===== src/hdl/mtf_pkg.sv =====
`timescale 1ns / 1ps
// ----------------------------------------------------------------------------
// mtf_pkg
// Shared widths, action codes and defaults for the window stacking order list.
// ----------------------------------------------------------------------------
package mtf_pkg;

	localparam int ACT_W  = 2;  // action field
	localparam int WIN_W  = 4;  // window index field
	localparam int SLOT_W = 5;  // slot entry: window index plus one, 0 = empty
	localparam int CFG_W  = 5;  // active_slots register

	localparam int MAX_WINDOWS_DEF = 16;

	localparam logic [CFG_W-1:0] ACTIVE_SLOTS_RST = 5'd16;

	localparam logic [ACT_W-1:0] ACT_INSERT = 2'd0;
	localparam logic [ACT_W-1:0] ACT_MOVE   = 2'd1;
	localparam logic [ACT_W-1:0] ACT_DELETE = 2'd2;

endpackage


===== src/hdl/mtf_ram.sv =====
`timescale 1ns / 1ps
// ----------------------------------------------------------------------------
// mtf_ram
// Generic single write port, single read port RAM with registered read data.
// ----------------------------------------------------------------------------
module mtf_ram #(
	parameter int WIDTH = 8,
	parameter int DEPTH = 16
) (
	input  logic                     clk,
	input  logic                     we,
	input  logic [$clog2(DEPTH)-1:0] waddr,
	input  logic [WIDTH-1:0]         wdata,
	input  logic                     re,
	input  logic [$clog2(DEPTH)-1:0] raddr,
	output logic [WIDTH-1:0]         rdata
);

	logic [WIDTH-1:0] mem_q [DEPTH];
	logic [WIDTH-1:0] rdata_q;

	always_ff @(posedge clk) begin
		if (we) begin
			mem_q[waddr] <= wdata;
		end
		if (re) begin
			rdata_q <= mem_q[raddr];
		end
	end

	assign rdata = rdata_q;

endmodule


===== src/hdl/move_to_front_window_order_list.sv =====
`timescale 1ns / 1ps
// ----------------------------------------------------------------------------
// move_to_front_window_order_list
// Window stacking order kept as a move-to-front list of slots, front first.
//
// One item is taken at a time. The front slot lives in a register; slots 1 and
// up live in a RAM with registered read data, and every operation that walks
// makes a single walk over the active slots: insert and move walk from the
// bottom up, shifting entries down one place as they go; delete walks from the
// front down and closes the gap behind the window it finds. The walk issues one
// RAM read per cycle. With n the clamped slot count, a move or delete that
// walks reads slots 1 to n-1, then waits for the last read to return, writes
// the tail, loads the result register and goes back to idle; a walking insert
// reads one slot fewer. Operations that touch only the front slot skip the
// walk. The result sits in an output register, so the next item is accepted
// the cycle after the previous result is loaded, even while that result is
// still stalled. active_slots of 0 acts as 1 and values above MAX_WINDOWS act
// as MAX_WINDOWS; slots past the active count keep their contents. After reset
// the list is empty at once (per-entry valid bits, no clearing pass). Write
// cfg_wr_en only while the block is idle.
// ----------------------------------------------------------------------------
module move_to_front_window_order_list #(
	parameter int MAX_WINDOWS = mtf_pkg::MAX_WINDOWS_DEF
) (
	input  logic                       clk,
	input  logic                       arst_n,

	input  logic                       cfg_wr_en,
	input  logic [mtf_pkg::CFG_W-1:0]  cfg_wr_data,

	input  logic                       item_valid,
	output logic                       item_stall,
	input  logic [mtf_pkg::ACT_W-1:0]  action,
	input  logic [mtf_pkg::WIN_W-1:0]  window_index,

	output logic                       result_valid,
	input  logic                       result_stall,
	output logic [mtf_pkg::WIN_W-1:0]  front_window,
	output logic                       list_empty,
	output logic                       was_found
);

	localparam int AW = $clog2(MAX_WINDOWS);
	localparam int CW = $clog2(MAX_WINDOWS + 1);
	localparam int SW = mtf_pkg::SLOT_W;

	// sequencer states
	localparam logic [1:0] ST_IDLE = 2'd0;
	localparam logic [1:0] ST_WALK = 2'd1;  // one RAM read per cycle
	localparam logic [1:0] ST_TAIL = 2'd2;  // closing write, front update
	localparam logic [1:0] ST_DONE = 2'd3;  // load result register

	logic [1:0]                state_q;
	logic [mtf_pkg::CFG_W-1:0] cfg_q;
	logic [SW-1:0]             front_q;
	logic [mtf_pkg::ACT_W-1:0] op_q;
	logic [SW-1:0]             hdl_q;
	logic                      found_q;
	logic                      shift_q;   // entries seen now get moved
	logic                      desc_q;    // walk toward the front
	logic                      iss_q;     // reads still to issue
	logic [AW-1:0]             rd_q;
	logic [AW-1:0]             end_q;
	logic [AW-1:0]             tail_q;    // slot written at the end of a shift
	logic [MAX_WINDOWS-1:0]    valid_q;

	// read return stage
	logic                      rd_vld_s1;
	logic [AW-1:0]             rd_addr_s1;
	logic                      last_s1;
	logic                      vbit_s1;

	logic                      res_vld_q;
	logic [mtf_pkg::WIN_W-1:0] res_win_q;
	logic                      res_empty_q;
	logic                      res_found_q;

	logic [CW-1:0]             n_c;
	logic [AW-1:0]             nm1_c;
	logic [AW-1:0]             nm2_c;
	logic [SW-1:0]             hdl_c;
	logic                      accept_c;
	logic                      out_free_c;

	// start decision
	logic                      go_walk_c;
	logic [AW-1:0]             st_rd_c;
	logic [AW-1:0]             st_end_c;
	logic [AW-1:0]             st_tail_c;
	logic                      st_shift_c;
	logic                      st_found_c;
	logic                      st_desc_c;

	logic [SW-1:0]             rdata_raw;
	logic [SW-1:0]             rdata_c;
	logic                      ram_re;
	logic                      ram_we;
	logic [AW-1:0]             ram_waddr;
	logic [SW-1:0]             ram_wdata;
	logic                      walk_wr_front_c;  // delete shift into the front slot

	assign item_stall   = (state_q != ST_IDLE);
	assign accept_c     = item_valid && !item_stall;
	assign out_free_c   = !res_vld_q || !result_stall;
	assign result_valid = res_vld_q;
	assign front_window = res_win_q;
	assign list_empty   = res_empty_q;
	assign was_found    = res_found_q;

	// clamp the active slot count into 1..MAX_WINDOWS
	always_comb begin
		if (cfg_q == '0) begin
			n_c = CW'(1);
		end else if (32'(cfg_q) > MAX_WINDOWS) begin
			n_c = CW'(MAX_WINDOWS);
		end else begin
			n_c = CW'(cfg_q);
		end
	end

	assign nm1_c = AW'(n_c - CW'(1));
	assign nm2_c = AW'(n_c - CW'(2));
	assign hdl_c = SW'(window_index) + SW'(1);

	always_comb begin
		go_walk_c  = 1'b0;
		st_rd_c    = '0;
		st_end_c   = AW'(1);
		st_tail_c  = AW'(1);
		st_shift_c = 1'b0;
		st_found_c = 1'b0;
		st_desc_c  = 1'b1;
		case (action)
			mtf_pkg::ACT_INSERT: begin
				// empty front or single slot: just write it; otherwise push everything down
				st_shift_c = (front_q != '0) && (n_c >= CW'(2));
				if (st_shift_c && (n_c >= CW'(3))) begin
					go_walk_c = 1'b1;
					st_rd_c   = nm2_c;
				end
			end
			mtf_pkg::ACT_MOVE: begin
				if (front_q == hdl_c) begin
					st_found_c = 1'b1;
				end else if (n_c >= CW'(2)) begin
					// search from the bottom for the deepest copy
					go_walk_c = 1'b1;
					st_rd_c   = nm1_c;
				end
			end
			mtf_pkg::ACT_DELETE: begin
				st_desc_c  = 1'b0;
				st_tail_c  = nm1_c;
				st_shift_c = (front_q == hdl_c);
				st_found_c = (front_q == hdl_c);
				if (n_c >= CW'(2)) begin
					go_walk_c = 1'b1;
					st_rd_c   = AW'(1);
					st_end_c  = nm1_c;
				end
			end
			default: begin
			end
		endcase
	end

	// slots never written read as empty
	assign rdata_c = vbit_s1 ? rdata_raw : '0;

	assign walk_wr_front_c = !desc_q && (rd_addr_s1 == AW'(1));

	always_comb begin
		ram_we    = 1'b0;
		ram_waddr = '0;
		ram_wdata = '0;
		if ((state_q == ST_WALK) && rd_vld_s1 && shift_q && !walk_wr_front_c) begin
			ram_we    = 1'b1;
			ram_waddr = desc_q ? (rd_addr_s1 + AW'(1)) : (rd_addr_s1 - AW'(1));
			ram_wdata = rdata_c;
		end else if ((state_q == ST_TAIL) && shift_q && (tail_q != '0)) begin
			ram_we    = 1'b1;
			ram_waddr = tail_q;
			ram_wdata = desc_q ? front_q : '0;
		end
	end

	assign ram_re = (state_q == ST_WALK) && iss_q;

	mtf_ram #(
		.WIDTH (SW),
		.DEPTH (MAX_WINDOWS)
	) u_slots (
		.clk   (clk),
		.we    (ram_we),
		.waddr (ram_waddr),
		.wdata (ram_wdata),
		.re    (ram_re),
		.raddr (rd_q),
		.rdata (rdata_raw)
	);

	// payload of the read stage and the result register
	always_ff @(posedge clk) begin
		rd_addr_s1 <= rd_q;
		last_s1    <= (rd_q == end_q);
		vbit_s1    <= valid_q[rd_q];
		if (accept_c) begin
			op_q  <= action;
			hdl_q <= hdl_c;
		end
		if ((state_q == ST_DONE) && out_free_c) begin
			res_win_q   <= (front_q == '0) ? '0 :
				mtf_pkg::WIN_W'(front_q - SW'(1));
			res_empty_q <= (front_q == '0);
			res_found_q <= found_q;
		end
	end

	always_ff @(posedge clk or negedge arst_n) begin
		if (!arst_n) begin
			state_q   <= ST_IDLE;
			cfg_q     <= mtf_pkg::ACTIVE_SLOTS_RST;
			front_q   <= '0;
			valid_q   <= '0;
			found_q   <= 1'b0;
			shift_q   <= 1'b0;
			desc_q    <= 1'b1;
			iss_q     <= 1'b0;
			rd_q      <= '0;
			end_q     <= '0;
			tail_q    <= '0;
			rd_vld_s1 <= 1'b0;
			res_vld_q <= 1'b0;
		end else begin
			if (cfg_wr_en) begin
				cfg_q <= cfg_wr_data;
			end
			if (ram_we) begin
				valid_q[ram_waddr] <= 1'b1;
			end
			// a new result replaces the one leaving in the same cycle
			if ((state_q == ST_DONE) && out_free_c) begin
				res_vld_q <= 1'b1;
			end else if (res_vld_q && !result_stall) begin
				res_vld_q <= 1'b0;
			end
			rd_vld_s1 <= ram_re;

			case (state_q)
				ST_IDLE: begin
					if (accept_c) begin
						found_q <= st_found_c;
						shift_q <= st_shift_c;
						desc_q  <= st_desc_c;
						iss_q   <= go_walk_c;
						rd_q    <= st_rd_c;
						end_q   <= st_end_c;
						tail_q  <= st_tail_c;
						state_q <= go_walk_c ? ST_WALK : ST_TAIL;
					end
				end
				ST_WALK: begin
					if (iss_q) begin
						iss_q <= (rd_q != end_q);
						rd_q  <= desc_q ? (rd_q - AW'(1)) : (rd_q + AW'(1));
					end
					if (rd_vld_s1) begin
						if (shift_q) begin
							if (walk_wr_front_c) begin
								front_q <= rdata_c;
							end
						end else if (rdata_c == hdl_q) begin
							// hit: this entry is dropped, later ones move
							shift_q <= 1'b1;
							found_q <= 1'b1;
						end
						if (last_s1) begin
							state_q <= ST_TAIL;
						end
					end
				end
				ST_TAIL: begin
					if ((op_q == mtf_pkg::ACT_INSERT) || (op_q == mtf_pkg::ACT_MOVE)) begin
						front_q <= hdl_q;
					end else if ((op_q == mtf_pkg::ACT_DELETE) && shift_q &&
					             (tail_q == '0)) begin
						front_q <= '0;
					end
					state_q <= ST_DONE;
				end
				ST_DONE: begin
					if (out_free_c) begin
						state_q <= ST_IDLE;
					end
				end
				default: begin
					state_q <= ST_IDLE;
				end
			endcase
		end
	end

endmodule


===== config.mk =====
export PLATFORM = sky130hd
export DESIGN_NAME = move_to_front_window_order_list
export DESIGN_NICKNAME = d
export VERILOG_FILES = /design/src/hdl/mtf_pkg.sv /design/src/hdl/mtf_ram.sv /design/src/hdl/move_to_front_window_order_list.sv
export SDC_FILE = /design/constraint.sdc
export NUM_CORES = 1
export LEC_CHECK = 0
export BUFFER_PORTS_ARGS = -buffer_cell sky130_fd_sc_hd__buf_2
export CAP_MARGIN = 20
export CELL_PAD_IN_SITES_DETAIL_PLACEMENT = 0
export CELL_PAD_IN_SITES_GLOBAL_PLACEMENT = 1
export CORE_ASPECT_RATIO = 0.75
export CORE_UTILIZATION = 56
export CTS_CLUSTER_SIZE = 10
export DETAILED_ROUTE_END_ITERATION = 6
export PLACE_DENSITY_LB_ADDON = 0.15
export SLEW_MARGIN = 40
export SYNTH_ARGS = -nofsm -noshare
export SYNTH_HDL_FRONTEND = slang
export SYNTH_HIERARCHICAL = 1
export SYNTH_SLANG_ARGS = --single-unit

===== constraint.sdc =====
create_clock -name clk -period 9.7 [get_ports clk]
set_clock_uncertainty 0.15 [all_clocks]
set_input_delay 0.97 -clock clk [delete_from_list [all_inputs] [get_ports clk]]
set_output_delay 0.97 -clock clk [all_outputs]
set_load 0.05 [all_outputs]

# After elaboration in Yosys (flattened, before gate mapping)
# Memory sizes are Yosys's and may differ from the RTL's. A register that Yosys moved wholly into a read port is not among the register bits.
# Cells that the tools add are included.
# word_totals
mem_count	1
ram_bits	80
output_inout_bits	8
word_cells	164
register_bits	65
# op_classes
mux	64
reduce_logical	41
add_sub_neg	8
order_cmp	6
bitwise_logic	1
eq_ne	22
# mem_list
name	depth	width	rd	rd_ports_with_merged_regs	write_ports	line_no	source
u_slots.mem_q	16	5	1	1	1	mtf_ram.sv:19	logic [WIDTH-1:0] mem_q [DEPTH];
# op_table
op	count
5-bit two-way mux	11
4-bit two-way mux	12
1-bit two-way mux	24
2-bit inequality test (second input constant)	8
16-bit bitwise OR	1
4-bit by 1-bit subtractor with 4-bit output (second input constant)	4
1-bit logical AND	15
4-bit case mux with 3 select lines	1
5-bit == test	2
5-bit by 2-bit >= comparator with 1-bit output (second input constant)	2
5-bit zero test	2
4-bit by 5-bit < comparator with 1-bit output (second input constant)	2
2-bit two-way mux	5
1-bit case mux with 2 select lines	5
5-bit case mux with 2 select lines	1
5-bit AND reduction	2
4-bit by 1-bit adder with 4-bit output (second input constant)	2
2-bit == test (second input constant)	4
2-bit case mux with 4 select lines	1
4-bit case mux with 2 select lines	1
2-bit nonzero test	4
2-bit by 1-bit == test with 1-bit output (second input constant)	3
2-bit zero test	3
3-bit AND reduction	2
other kinds (19)	25

# Depth between registers and ports, before layout
# Gate-level depths: netlist of the first run.
# logic_depth
ltp_word	11
mapped_depth	11
depth_no_buf	9

# Hierarchy
# The synthesis of the first run kept the hierarchy.
# modules_own_cells
mod	cells_per_inst	seq_area_each_um2	area_each_um2	instances
move_to_front_window_order_list	377	1664.1	3886.2	1
mtf_ram	155	2552.4	3263.1	1

# Least setup slack after synthesis of the first run
# OpenSTA, ideal clock, no wires.
# synth_path
path_type	reg-to-reg
startpoint	register rd_addr_s1[0]
endpoint	memory u_slots/mem_q[0][0] in the netlist's numbering, enable pin
required_time_ns	9.176
arrival_time_ns	2.576
setup_time_ns	0.374
setup_slack_ns	6.601
path_stages_with_launch	10
path_cell_list	dfxtp_1 > ha_1 > or4b_4 > nor2b_4 > buf_6 > buf_2 > nand2_1 > o21ai_0 > or3b_2 > nor3_1
# synth_via
elab_cells_between_ends	11
# synth_lines
item	line_no	source
start, declared	move_to_front_window_order_list.sv:69	logic [AW-1:0] rd_addr_s1;
start signal, assigned	move_to_front_window_order_list.sv:204	rd_addr_s1 <= rd_q;
parallel branches: the longest is 4 deep, another holds 4-bit by 1-bit subtractor with 4-bit output	n/a	
4-bit two-way mux *	move_to_front_window_order_list.sv:176	if ((state_q == ST_WALK) && rd_vld_s1 && shift_q && !walk_wr_front_c) begin
net ram_waddr[3]	move_to_front_window_order_list.sv:98	logic [AW-1:0] ram_waddr;
end, declared	mtf_ram.sv:19	
# Mark *: on every way through the listed nets, which the timed path passes.

# Worst setup path in the final report of the first run
# layout_path
startpoint	register state_q[1]
endpoint	memory u_slots/mem_q[0][1] in the netlist's numbering, enable pin
# layout_via
elab_cells_between_ends	13
# layout_lines
item	line_no	source
start, declared	move_to_front_window_order_list.sv:53	logic [1:0] state_q;
start signal, assigned	move_to_front_window_order_list.sv:259	state_q <= go_walk_c ? ST_WALK : ST_TAIL;
2-bit == test / 2-bit by 1-bit == test with 1-bit output (equally long branches)	move_to_front_window_order_list.sv:180, move_to_front_window_order_list.sv:176	
1-bit logical AND (on tied branches) (2 in series)	move_to_front_window_order_list.sv:180, move_to_front_window_order_list.sv:176	
4-bit two-way mux / 1-bit logical AND (equally long branches)	move_to_front_window_order_list.sv:180, move_to_front_window_order_list.sv:176	
4-bit two-way mux *	move_to_front_window_order_list.sv:176	
net ram_waddr[2]	move_to_front_window_order_list.sv:98	
# The timed path passes the listed nets; every way through them passes the cells marked *.

==> metrics.md, run 1 <==
| Metric | Value |
|---|---|
| Status | `completed` |
| Row count | `35` |
| Final Cycle Share | `38.1%` |
| Final Hold Fails | `0` |
| Asr flop ratio synth | `30.7%` |
| Fmax | `270 MHz` |
| Crit-path cells | `inv_1, ha_1, nand3_1, nor2b_4, o21ai_0, or3b_2, nor3_1` |
| WHS Path Cells | `1` |
| Logic pwr share | `31.6%` |
| CP max stage delay | `0.58 ns` |
| Initial DRC Count | `272` |
| Max-slew violations | `0` |
| Sequential Area | `4220 um^2` |
| Initial Util | `57.9%` |
| Via Count | `4,605` |
| Mapped Area | `7150 um^2` |
| Die area | `13,200 um^2` |
| Maxcap violations | `0` |
| Final Util | `64.5%` |
| Antenna violations before repair | `0` |
| DRT met1 WL | `7610 um` |
| Resize count post-CTS | `0` |
| Power consumption | `2.35 mW` |
| Seq pwr share | `41.6%` |
| Reg2reg path depth | `7` |
| Post-Synthesis Cells | `532` |
| Worst Path Required | `9.60 ns` |
| Sw Share | `35.7%` |
| WL final | `15,600 um` |
| Fillcell total | `902` |
| Root buf cell | `clkbuf_16` |
| Worst skew pair latency | `0.42 ns` |
| CP Data Arrival Time | `3.60 ns` |
| Layout Area Growth over Synthesis | `11.4%` |
| Met2 wire len | `6610 um` |
| Slew @ Worst Pin | `0.781 ns` |
| Sum Neg Setup Slack | `0 ns` |
| Worst slack, placed | `6.04 ns` |
| Port buffer count | `23` |
| Leak | `3.04 nW` |
| Antenna Nets Post-Route | `0` |
| Number of distinct library cells after synthesis | `69` |
| CTS tree | `built` |
| Longest Clk Path Bufs | `2` |
| Synthesized flop and latch total | `150` |
| Layout cells sized above 1 | `17.3%` |
| Non-Filler Instances | `739` |
| Vias/cell | `6.23` |
| DRC | `0` |
| Postcts setup bufs | `0` |
| Dominant synthesized flop cell | `edfxtp_1` |
| Area of the multi-input gates | `2740 um^2` |
| Final worst slack | `6.00 ns` |
| Core Region | `12,300 um^2` |
| GRT Resource Usage Total | `25.4%` |
| Gr ovfl total | `0` |
| Worst hold path class | `flop to flop` |
| IO Pins | `24` |
| Vias in the first global route | `4,447` |
| Layout net count | `596` |
| Final min period | `3.70 ns` |
| Final HPWL DP | `11,000 um` |
| YS warnings | `6` |
| Drt first pass iters | `4` |
| WS Path Type | `flop to flop` |
| Design Area, Final | `7970 um^2` |
| Die W | `132 um` |
| Clock Power Share | `26.8%` |
| Internal power | `1.51 mW` |
| # setup viols final | `0` |
| Largest net degree at the start of global routing | `47` |
| Placed cell areas | `7400 um^2` |
| Nature of the critical path endpoint | `flop` |
| Top Metal Used | `met4` |
| Net Switching | `0.841 mW` |
| RSZ-0062 raised after global routing | `false` |
| Diode count | `0` |
| CP Max Fanout | `20` |
| CTS sink cnt | `150` |
| Worst hold margin | `0.302 ns` |
| Sequential area share after synthesis | `59.0%` |
| Dpl cells | `707` |
| Post-synth EDFFs | `98` |
| Die Ht | `99.9 um` |
| H-tree depth | `4` |
| Synthesized net count | `568` |
| Routed length on met3 | `1150 um` |
| Headroom to the max-slew limit | `46.4%` |
| Peak VDD IR | `160 uV` |
| Routed length per instance | `21.0 um` |
| Startpoint Class | `flop` |
| # hold bufs at CTS | `0` |
| Placer Congestion | `0.835` |
| Slowest CP cell | `or3b_2` |
| Syn avg cell area | `13.4 um^2` |
| Num CTS Buffers | `17` |
| CTS clock-pin slew for the worst setup and hold paths | `0.06 ns` |
| First-pass GRT wire length | `24,700 um` |
| Pwr Density | `295 nW/um^2` |
## power by group through the flow
stage / registers [mW] / logic (mW) / clock network (mW)
floorplan: 0.950 / 0.568 / 0
global placement: 0.986 / 0.721 / 0
detailed placement: 0.989 / 0.732 / 0
CTS: 0.977 / 0.739 / 0.640
global route: 0.997 / 0.816 / 0.664
finish: 0.979 / 0.744 / 0.630
## area by class of cell
class                   instances  area share, %
inverters                      26           1.22
clock buffers                  22           5.57
well taps                     166           2.61
clock inverters                10           1.52
flip-flops and latches        150           53.0
repair buffers                 26           1.73
multi-input cells             339           34.4
## worst max-delay path, delay by kind of cell (launching register included)
kind / cells / cell delay, ns
compound gates: 1 / 0.27
fa+ha+maj: 1 / 0.53
buf+inv: 1 / 0.11
flops: 1 / 0.41
simple gates: 4 / 1.85
## cell usage in the layout (no fill, tap or decap), types with 6 or more instances in the layout
cell | synthesis | layout
nand2b_1 | 6 | 6
xor2_1 | 11 | 11
nand2_1 | 46 | 46
inv_1 | 26 | 26
mux4_2 | 25 | 25
buf_2 | 5 | 23
a22oi_1 | 11 | 11
o21bai_1 | 9 | 9
edfxtp_1 | 98 | 98
ha_1 | 19 | 19
dfrtp_1 | 44 | 43
a221oi_1 | 7 | 7
a21o_1 | 12 | 12
nand3b_1 | 8 | 8
nand3_1 | 18 | 18
xnor2_1 | 10 | 10
nor2_1 | 37 | 37
nor3_1 | 11 | 11
dfxtp_1 | 6 | 6
clkbuf_16 | 0 | 17
a21oi_1 | 13 | 13
o21ai_0 | 17 | 15
## worst paths after layout
check / from / end / slack, ns
worst max-delay path: state_q[1] / u_slots/mem_q[0][1] / 6.00
worst min-delay path: valid_q[14] / valid_q[14] / 0.30
worst max register to register: state_q[1] / u_slots/mem_q[0][1] / 6.00
min in group asynchronous: arst_n / front_q[3] / 0.49
max in group asynchronous: arst_n / rd_q[0] / 8.42
worst min register to register: valid_q[14] / valid_q[14] / 0.30
## flip-flops by register name, indices dropped and copies added, names as in the netlist
| signal | flops |
|---|---|
| cfg_q | 5 |
| desc_q | 1 |
| end_q | 4 |
| found_q | 1 |
| front_q | 5 |
| front_window | 4 |
| hdl_q | 5 |
| iss_q | 1 |
| last_s1 | 1 |
| list_empty | 1 |
| op_q | 2 |
| rd_addr_s1 | 4 |
| rd_q | 4 |
| rd_vld_s1 | 1 |
| result_valid | 1 |
| shift_q | 1 |
| state_q | 2 |
| tail_q | 4 |
| u_slots/mem_q | 80 |
| u_slots/rdata | 5 |
| valid_q | 16 |
| vbit_s1 | 1 |
| was_found | 1 |
## kinds of logic after synthesis
kind of cell	after synthesis	synth area share [%]
DFF	150	59.0
xor gates and xnor gates	22	2.89
AOI/OAI and AO/OA	111	11.8
adders and majority gates	20	3.61
muxes	32	8.94
and+or+nand+nor	154	11.0
buffers and inverters	43	2.71
## synthesized netlist by cell type, types with 11 or more instances
cell      count  area (um^2)
a21oi_1      13         65.1
xor2_1       11         96.3
inv_1        26         97.6
o21ai_0      17         85.1
a22oi_1      11         82.6
mux4_2       25          563
nand2_1      46          173
nor2_1       37          139
ha_1         19          238
a21o_1       12         90.1
nand3_1      18         90.1
edfxtp_1     98         2940
nor3_1       11         55.1
dfrtp_1      44         1100
## per-layer routing
layer  vias up  track usage, %
li1       2098               -
met1      2322            38.8
met2       170            35.8
met3        15            6.52
met4         0            7.96
met5         -               0
Power figures use the tool's default switching activity.
==> run 2, diff against run 1 <==
--- a/config.mk
+++ b/config.mk
@@ -10,7 +10,7 @@
 export CELL_PAD_IN_SITES_DETAIL_PLACEMENT = 0
 export CELL_PAD_IN_SITES_GLOBAL_PLACEMENT = 1
 export CORE_ASPECT_RATIO = 0.75
-export CORE_UTILIZATION = 56
+export CORE_UTILIZATION = 52
 export CTS_CLUSTER_SIZE = 10
 export DETAILED_ROUTE_END_ITERATION = 6
 export PLACE_DENSITY_LB_ADDON = 0.15
==> constraint.sdc (replaced) <==
create_clock -name clk -period 3.8 [get_ports clk]
set_clock_uncertainty 0.15 [all_clocks]
set_input_delay 0.38 -clock clk [delete_from_list [all_inputs] [get_ports clk]]
set_output_delay 0.38 -clock clk [all_outputs]
set_load 0.05 [all_outputs]
==> run 2 against run 1 <==
Against the previous run: sequential power increased to 2.5 times the previous value; non-clock buffer count increased by 5; critical path type unchanged; total power increased to 2.6 times the previous value; largest cell class unchanged; setup slack got worse by 5.4 ns; worst hold slack got worse by 0.28 ns; fmax increased by 14%; combinational power increased to 2.6 times the previous value; sequential cell count unchanged; clock power increased to 2.6 times the previous value.
==> metrics.md, run 2 (synthesized netlist as in run 1, its figures left out) <==
| Metric | Value |
|---|---|
| # setup viols final | `0` |
| Worst skew pair latency | `0.43 ns` |
| Antenna Nets Post-Route | `0` |
| Crit-path cells | `ha_1, or4b_4, nor2b_4, o21ai_0, nand2b_1, nor2_1` |
| Net Switching | `2.21 mW` |
| Initial DRC Count | `379` |
| CP Data Arrival Time | `3.16 ns` |
| CTS sink cnt | `150` |
| Pwr Density | `752 nW/um^2` |
| Initial Util | `54.2%` |
| Worst Hold End | `cfg_q[1]` |
| Layout Area Growth over Synthesis | `12.1%` |
| WHS Path Cells | `3` |
| Maxcap violations | `0` |
| CP bufs+invs | `0` |
| Headroom to the max-slew limit | `44.2%` |
| Sum Neg Setup Slack | `0 ns` |
| Worst slack, placed | `0.602 ns` |
| Design Area, Final | `8010 um^2` |
| Top reg by flops | `u_slots/mem_q` |
| Row count | `36` |
| Final worst slack | `0.569 ns` |
| Seq pwr share | `41.1%` |
| Final Hold Fails | `0` |
| Final min period | `3.23 ns` |
| Dpl cells | `716` |
| Max-slew violations | `0` |
| H-tree depth | `4` |
| RR Endpoint | `u_slots/mem_q[2][0]` |
| Final HPWL DP | `11,800 um` |
| Power consumption | `6.03 mW` |
| Die area | `14,200 um^2` |
| DRC | `0` |
| Fmax | `310 MHz` |
| Root buf cell | `clkbuf_16` |
| Largest register FFs | `80` |
| WL final | `16,500 um` |
| Sw Share | `36.7%` |
| Peak VDD IR | `585 uV` |
| Worst hold path class | `input port to flop` |
| Gr ovfl total | `0` |
| Layout net count | `601` |
| Clock Power Share | `27.0%` |
| Worst Path Required | `3.73 ns` |
| Vias in the first global route | `4,535` |
| Nature of the critical path endpoint | `flop` |
| Longest Clk Path Bufs | `2` |
| Die Ht | `104 um` |
| WS Path Type | `flop to flop` |
| CP Max Fanout | `20` |
| Port buffer count | `23` |
| Reg2Reg Setup Slack | `0.57 ns` |
| Placed cell areas | `7440 um^2` |
| Layout cells sized above 1 | `18.5%` |
| Final Util | `60.7%` |
| Critical path's top delay family | `simple AND/OR/NAND/NOR gates` |
| Min-Delay Startpoint | `cfg_wr_data[1]` |
| Num CTS Buffers | `17` |
| Resize count post-CTS | `0` |
| Biggest regs | `u_slots/mem_q x80, valid_q x16` |
| Leak | `3.07 nW` |
| Die W | `137 um` |
| Final Cycle Share | `85.0%` |
| Status | `completed` |
| IO Pins | `24` |
| Drt first pass iters | `5` |
| First-pass GRT wire length | `26,500 um` |
| Diode count | `0` |
| CTS tree | `built` |
| Slowest CP cell | `o21ai_0` |
| Startpoint Class | `flop` |
| Commonest non-fill, non-tap cell in the layout | `edfxtp_1` |
| Non-Filler Instances | `749` |
| CTS clock-pin slew for the worst setup and hold paths | `0.06 ns` |
| Routed length per instance | `22.1 um` |
| Worst hold margin | `0.0238 ns` |
| Core Region | `13,200 um^2` |
| Via Count | `4,641` |
| Largest net degree at the start of global routing | `47` |
| Reg2reg path depth | `6` |
| # hold bufs at CTS | `1` |
| Postcts setup bufs | `0` |
| RSZ-0062 raised after global routing | `false` |
| Placer Congestion | `0.839` |
| Commonest non-fill, non-tap cells in the layout | `edfxtp_1 (98), nand2_1 (46), dfrtp_1 (43)` |
| Internal power | `3.82 mW` |
| Logic pwr share | `31.9%` |
| Vias/cell | `6.20` |
| Slew @ Worst Pin | `0.836 ns` |
| CP max stage delay | `0.60 ns` |
| Antenna violations before repair | `0` |
| Reg2reg start | `rd_addr_s1[0]` |
| GRT Resource Usage Total | `25.5%` |
run 2: cell types whose count changed in the layout (fill, tap and decap cells not counted), moves of 2 or more:
cell and delta:
clkbuf_1 -5, buf_4 +4, clkinv_4 +3, clkinvlp_4 -2, inv_8 +2
run 2: power by group through the flow:
stage / registers (mW) / clock network, mW / logic [mW]
2_1_floorplan: 2.42 / 0 / 1.45
3_3_place_gp: 2.50 / 0 / 1.88
3_5_place_dp: 2.51 / 0 / 1.91
4_1_cts: 2.47 / 1.65 / 1.92
5_1_grt: 2.53 / 1.72 / 2.12
6_report: 2.48 / 1.63 / 1.92
run 2: worst max-delay path by stage:
stage	slack [ns]	from	to	cells past startpoint
final	0.57	rd_addr_s1[0]	u_slots/mem_q[2][0]	6
after CTS	0.60	rd_addr_s1[0]	u_slots/mem_q[8][1]	7
after global routing	0.28	rd_addr_s1[0]	u_slots/mem_q[14][4]	6
after global placement	0.70	rd_addr_s1[0]	u_slots/mem_q[8][2]	7
after floorplan	0.70	rd_addr_s1[0]	u_slots/mem_q[0][0]	9
after detailed placement	0.60	rd_addr_s1[0]	u_slots/mem_q[8][4]	7
run 2: tightest hold or removal path, stage by stage:
cell and delay (ns):
buf_2 0.08, nand2_1 0.05, o21ai_0 0.06
run 2: layout make-up:
class / count / area [um^2]
Sequential cell: 150 / 4220
Fill cell: 998 / 5180
Inverter: 26 / 97.6
Clock inverter: 15 / 143
Clock buffer: 17 / 425
Timing Repair Buffer: 31 / 178
Tap cell: 171 / 214
Multi-Input combinational cell: 339 / 2740
run 2: metal layers:
metal | wire length [um] | vias up | GRT usage [%]
met5 | 0 | - | 0
met4 | 200 | 0 | 7.54
met3 | 1170 | 19 | 6.31
met2 | 6940 | 160 | 33.8
met1 | 8230 | 2351 | 41.0
li1 | - | 2111 | -
==> run 3, diff against run 2 <==
--- a/config.mk
+++ b/config.mk
@@ -14,8 +14,8 @@
 export CTS_CLUSTER_SIZE = 10
 export DETAILED_ROUTE_END_ITERATION = 6
 export PLACE_DENSITY_LB_ADDON = 0.15
+export SKIP_CTS_REPAIR_TIMING = 1
 export SLEW_MARGIN = 40
 export SYNTH_ARGS = -nofsm -noshare
 export SYNTH_HDL_FRONTEND = slang
-export SYNTH_HIERARCHICAL = 1
 export SYNTH_SLANG_ARGS = --single-unit
==> run 3 against run 2 <==
Against the previous run: global-route usage is 0.82 points lower; via count shrank 6.6%; wire length decreased by 5.6%; die area fell by 1.2%; largest power group unchanged; critical path depth stayed put; synthesized area is 1.2% lower; sequential share of layout area rose by 0.44 points.
==> metrics.md, run 3 <==
| Metric | Value |
|---|---|
| Top reg by flops | `u_slots.mem_q` |
| Max-slew violations | `0` |
| Commonest non-fill, non-tap cells in the layout | `edfxtp_1 (98), dfrtp_1 (43), nor2_1 (35)` |
| Dpl cells | `681` |
| Die Ht | `103 um` |
| Count leader, synth | `edfxtp_1` |
| Pwr Density | `441 nW/um^2` |
| Fillcell total | `1,004` |
| Synthesized net count | `534` |
| Routed length per instance | `21.9 um` |
| Status | `completed` |
| Yosys top cell area share | `41.7%` |
| Mapped Area | `7060 um^2` |
| First-pass GRT wire length | `24,400 um` |
| Port buffer count | `23` |
| CP endpoint | `u_slots.mem_q[0][3]` |
| Worst Path Required | `3.71 ns` |
| Startpoint Class | `flop` |
| CTS tree | `built` |
| Layout net count | `566` |
| Longest Clk Path Bufs | `2` |
| Post-Synthesis Cells | `498` |
| Final Cycle Share | `78.7%` |
| WL final | `15,600 um` |
| Vias/cell | `6.07` |
| Sum Neg Setup Slack | `0 ns` |
| Headroom to the max-slew limit | `44.5%` |
| Placer Congestion | `0.870` |
| Fmax | `334 MHz` |
| Final worst slack | `0.808 ns` |
| Synth area leader | `edfxtp_1` |
| Final HPWL DP | `11,000 um` |
| Root buf cell | `clkbuf_16` |
| Largest register FFs | `80` |
| Biggest regs | `u_slots.mem_q x80, valid_q x16` |
| Num CTS Buffers | `17` |
| Slew @ Worst Pin | `0.825 ns` |
| GRT Resource Usage Total | `24.7%` |
| Power consumption | `3.51 mW` |
| RSZ-0062 raised after global routing | `false` |
| CTS sink cnt | `150` |
| Antenna Nets Post-Route | `0` |
| Core Region | `13,100 um^2` |
| Drt first pass iters | `5` |
| Layout cells sized above 1 | `20.1%` |
| Non-Filler Instances | `714` |
| Reg2reg path depth | `6` |
| WS Path Type | `flop to flop` |
| Leak | `2.73 nW` |
| Largest cells by area after synthesis | `edfxtp_1 (42%), dfrtp_1 (16%), mux4_2 (9.6%), ha_1 (3.4%), o21bai_1 (1.9%)` |
| Diode count | `0` |
| Post-synth EDFFs | `98` |
| Worst hold path class | `input port to flop` |
| Area of the multi-input gates | `2670 um^2` |
| Reg2reg start | `rd_addr_s1[0]` |
| Synthesized flop and latch total | `150` |
| Dominant synthesized flop cell | `edfxtp_1` |
| Worst slack, placed | `0.864 ns` |
| Commonest non-fill, non-tap cell in the layout | `edfxtp_1` |
| CP startpoint | `rd_addr_s1[0]` |
| Reg2Reg Setup Slack | `0.81 ns` |
| CP Max Fanout | `15` |
| Via Count | `4,336` |
| Final min period | `2.99 ns` |
| Antenna violations before repair | `0` |
| YS warnings | `0` |
| Number of distinct library cells after synthesis | `62` |
| CP Data Arrival Time | `2.90 ns` |
| Vias in the first global route | `4,288` |
| Initial DRC Count | `303` |
| Worst skew pair latency | `0.43 ns` |
| Die W | `137 um` |
| Final Hold Fails | `0` |
| Gr ovfl total | `0` |
| Worst hold margin | `0.0106 ns` |
| Most frequent cells after synthesis | `edfxtp_1 (98), dfrtp_1 (44), nor2_1 (35), nand2_1 (32), mux4_2 (30)` |
| # setup viols final | `0` |
| CTS clock-pin slew for the worst setup and hold paths | `0.06 ns` |
| DRC | `0` |
| IO Pins | `24` |
| Layout Area Growth over Synthesis | `12.6%` |
| Row count | `36` |
| Peak VDD IR | `305 uV` |
| Sequential Area | `4220 um^2` |
| Nature of the critical path endpoint | `flop` |
| Initial Util | `53.9%` |
| Syn avg cell area | `14.2 um^2` |
| Sequential area share after synthesis | `59.7%` |
| Largest net degree at the start of global routing | `28` |
| Die area | `14,100 um^2` |
| H-tree depth | `4` |
| RR Endpoint | `u_slots.mem_q[0][3]` |
| Asr flop ratio synth | `30.7%` |
| Maxcap violations | `0` |
run 3: changes by cell type after synthesis, sizes merged, moves of 5 or more:
| cell | before | now |
|---|---|---|
| a22oi | 11 | 5 |
| nand2 | 46 | 32 |
| a221oi | 7 | 1 |
| o21bai | 9 | 18 |
| a21oi | 13 | 7 |
| a21o | 12 | 2 |
| mux4 | 25 | 30 |
| mux2i | 2 | 10 |
| nand3 | 19 | 5 |
| nand3b | 8 | 2 |
run 3: critical path, stage by stage, from the launching register on:
cell and delay (ns):
dfxtp_1 0.49, ha_1 0.20, or4b_4 0.49, nor3b_4 0.24
nor4_1 0.35, a31oi_2 0.20, nor2_1 0.51
run 3: area by class of cell:
type	count	area share [%]
clock buffer	21	5.67
clock inverter	11	1.68
inverter	24	1.13
multi-input combinational	307	33.6
sequential	150	53.1
tap	171	2.69
timing repair buffer	30	2.14
run 3: worst min path at each step:
stage / startpoint / end / cells past startpoint
floorplan: arst_n / cfg_q[0] / 0
global placement: arst_n / front_q[4] / 1
CTS: arst_n / result_valid / 1
global route: cfg_wr_data[0] / cfg_q[0] / 3
finish: cfg_wr_data[0] / cfg_q[0] / 3
detailed placement: arst_n / front_q[4] / 1
run 3: metrics by stage:
stage | area [um^2] | util (%)
global placement | 7350 | 56.1
global route | 7950 | 60.6
finish | 7950 | 60.6
floorplan | 7060 | -
detailed placement | 7350 | 56.1
CTS | 7940 | 60.6
run 3: logic make-up after synthesis:
logic type | synth area share (%)
flops | 59.7
simple gates | 9.22
compound gates | 9.94
mux | 12.1
buf+inv | 2.45
xor+xnor | 2.92
fa+ha+maj | 3.65
run 3: metal layers:
layer | up-vias | wire, um | GRT usage, % | part of all wire (%)
met5 | - | 0 | 0 | 0
met4 | 0 | 257 | 9.40 | 1.6
met3 | 25 | 965 | 6.24 | 6.2
met2 | 145 | 6760 | 35.1 | 43
met1 | 2194 | 7640 | 36.6 | 49
li1 | 1972 | - | - | -
run 3: report_power, final:
group	leakage, nW	switching (mW)	internal, mW	total (mW)
Combinational	1.09	0.0595	0.0370	0.0965
Sequential	1.37	0.00839	1.73	1.74
Clock	0.276	0.633	1.04	1.67
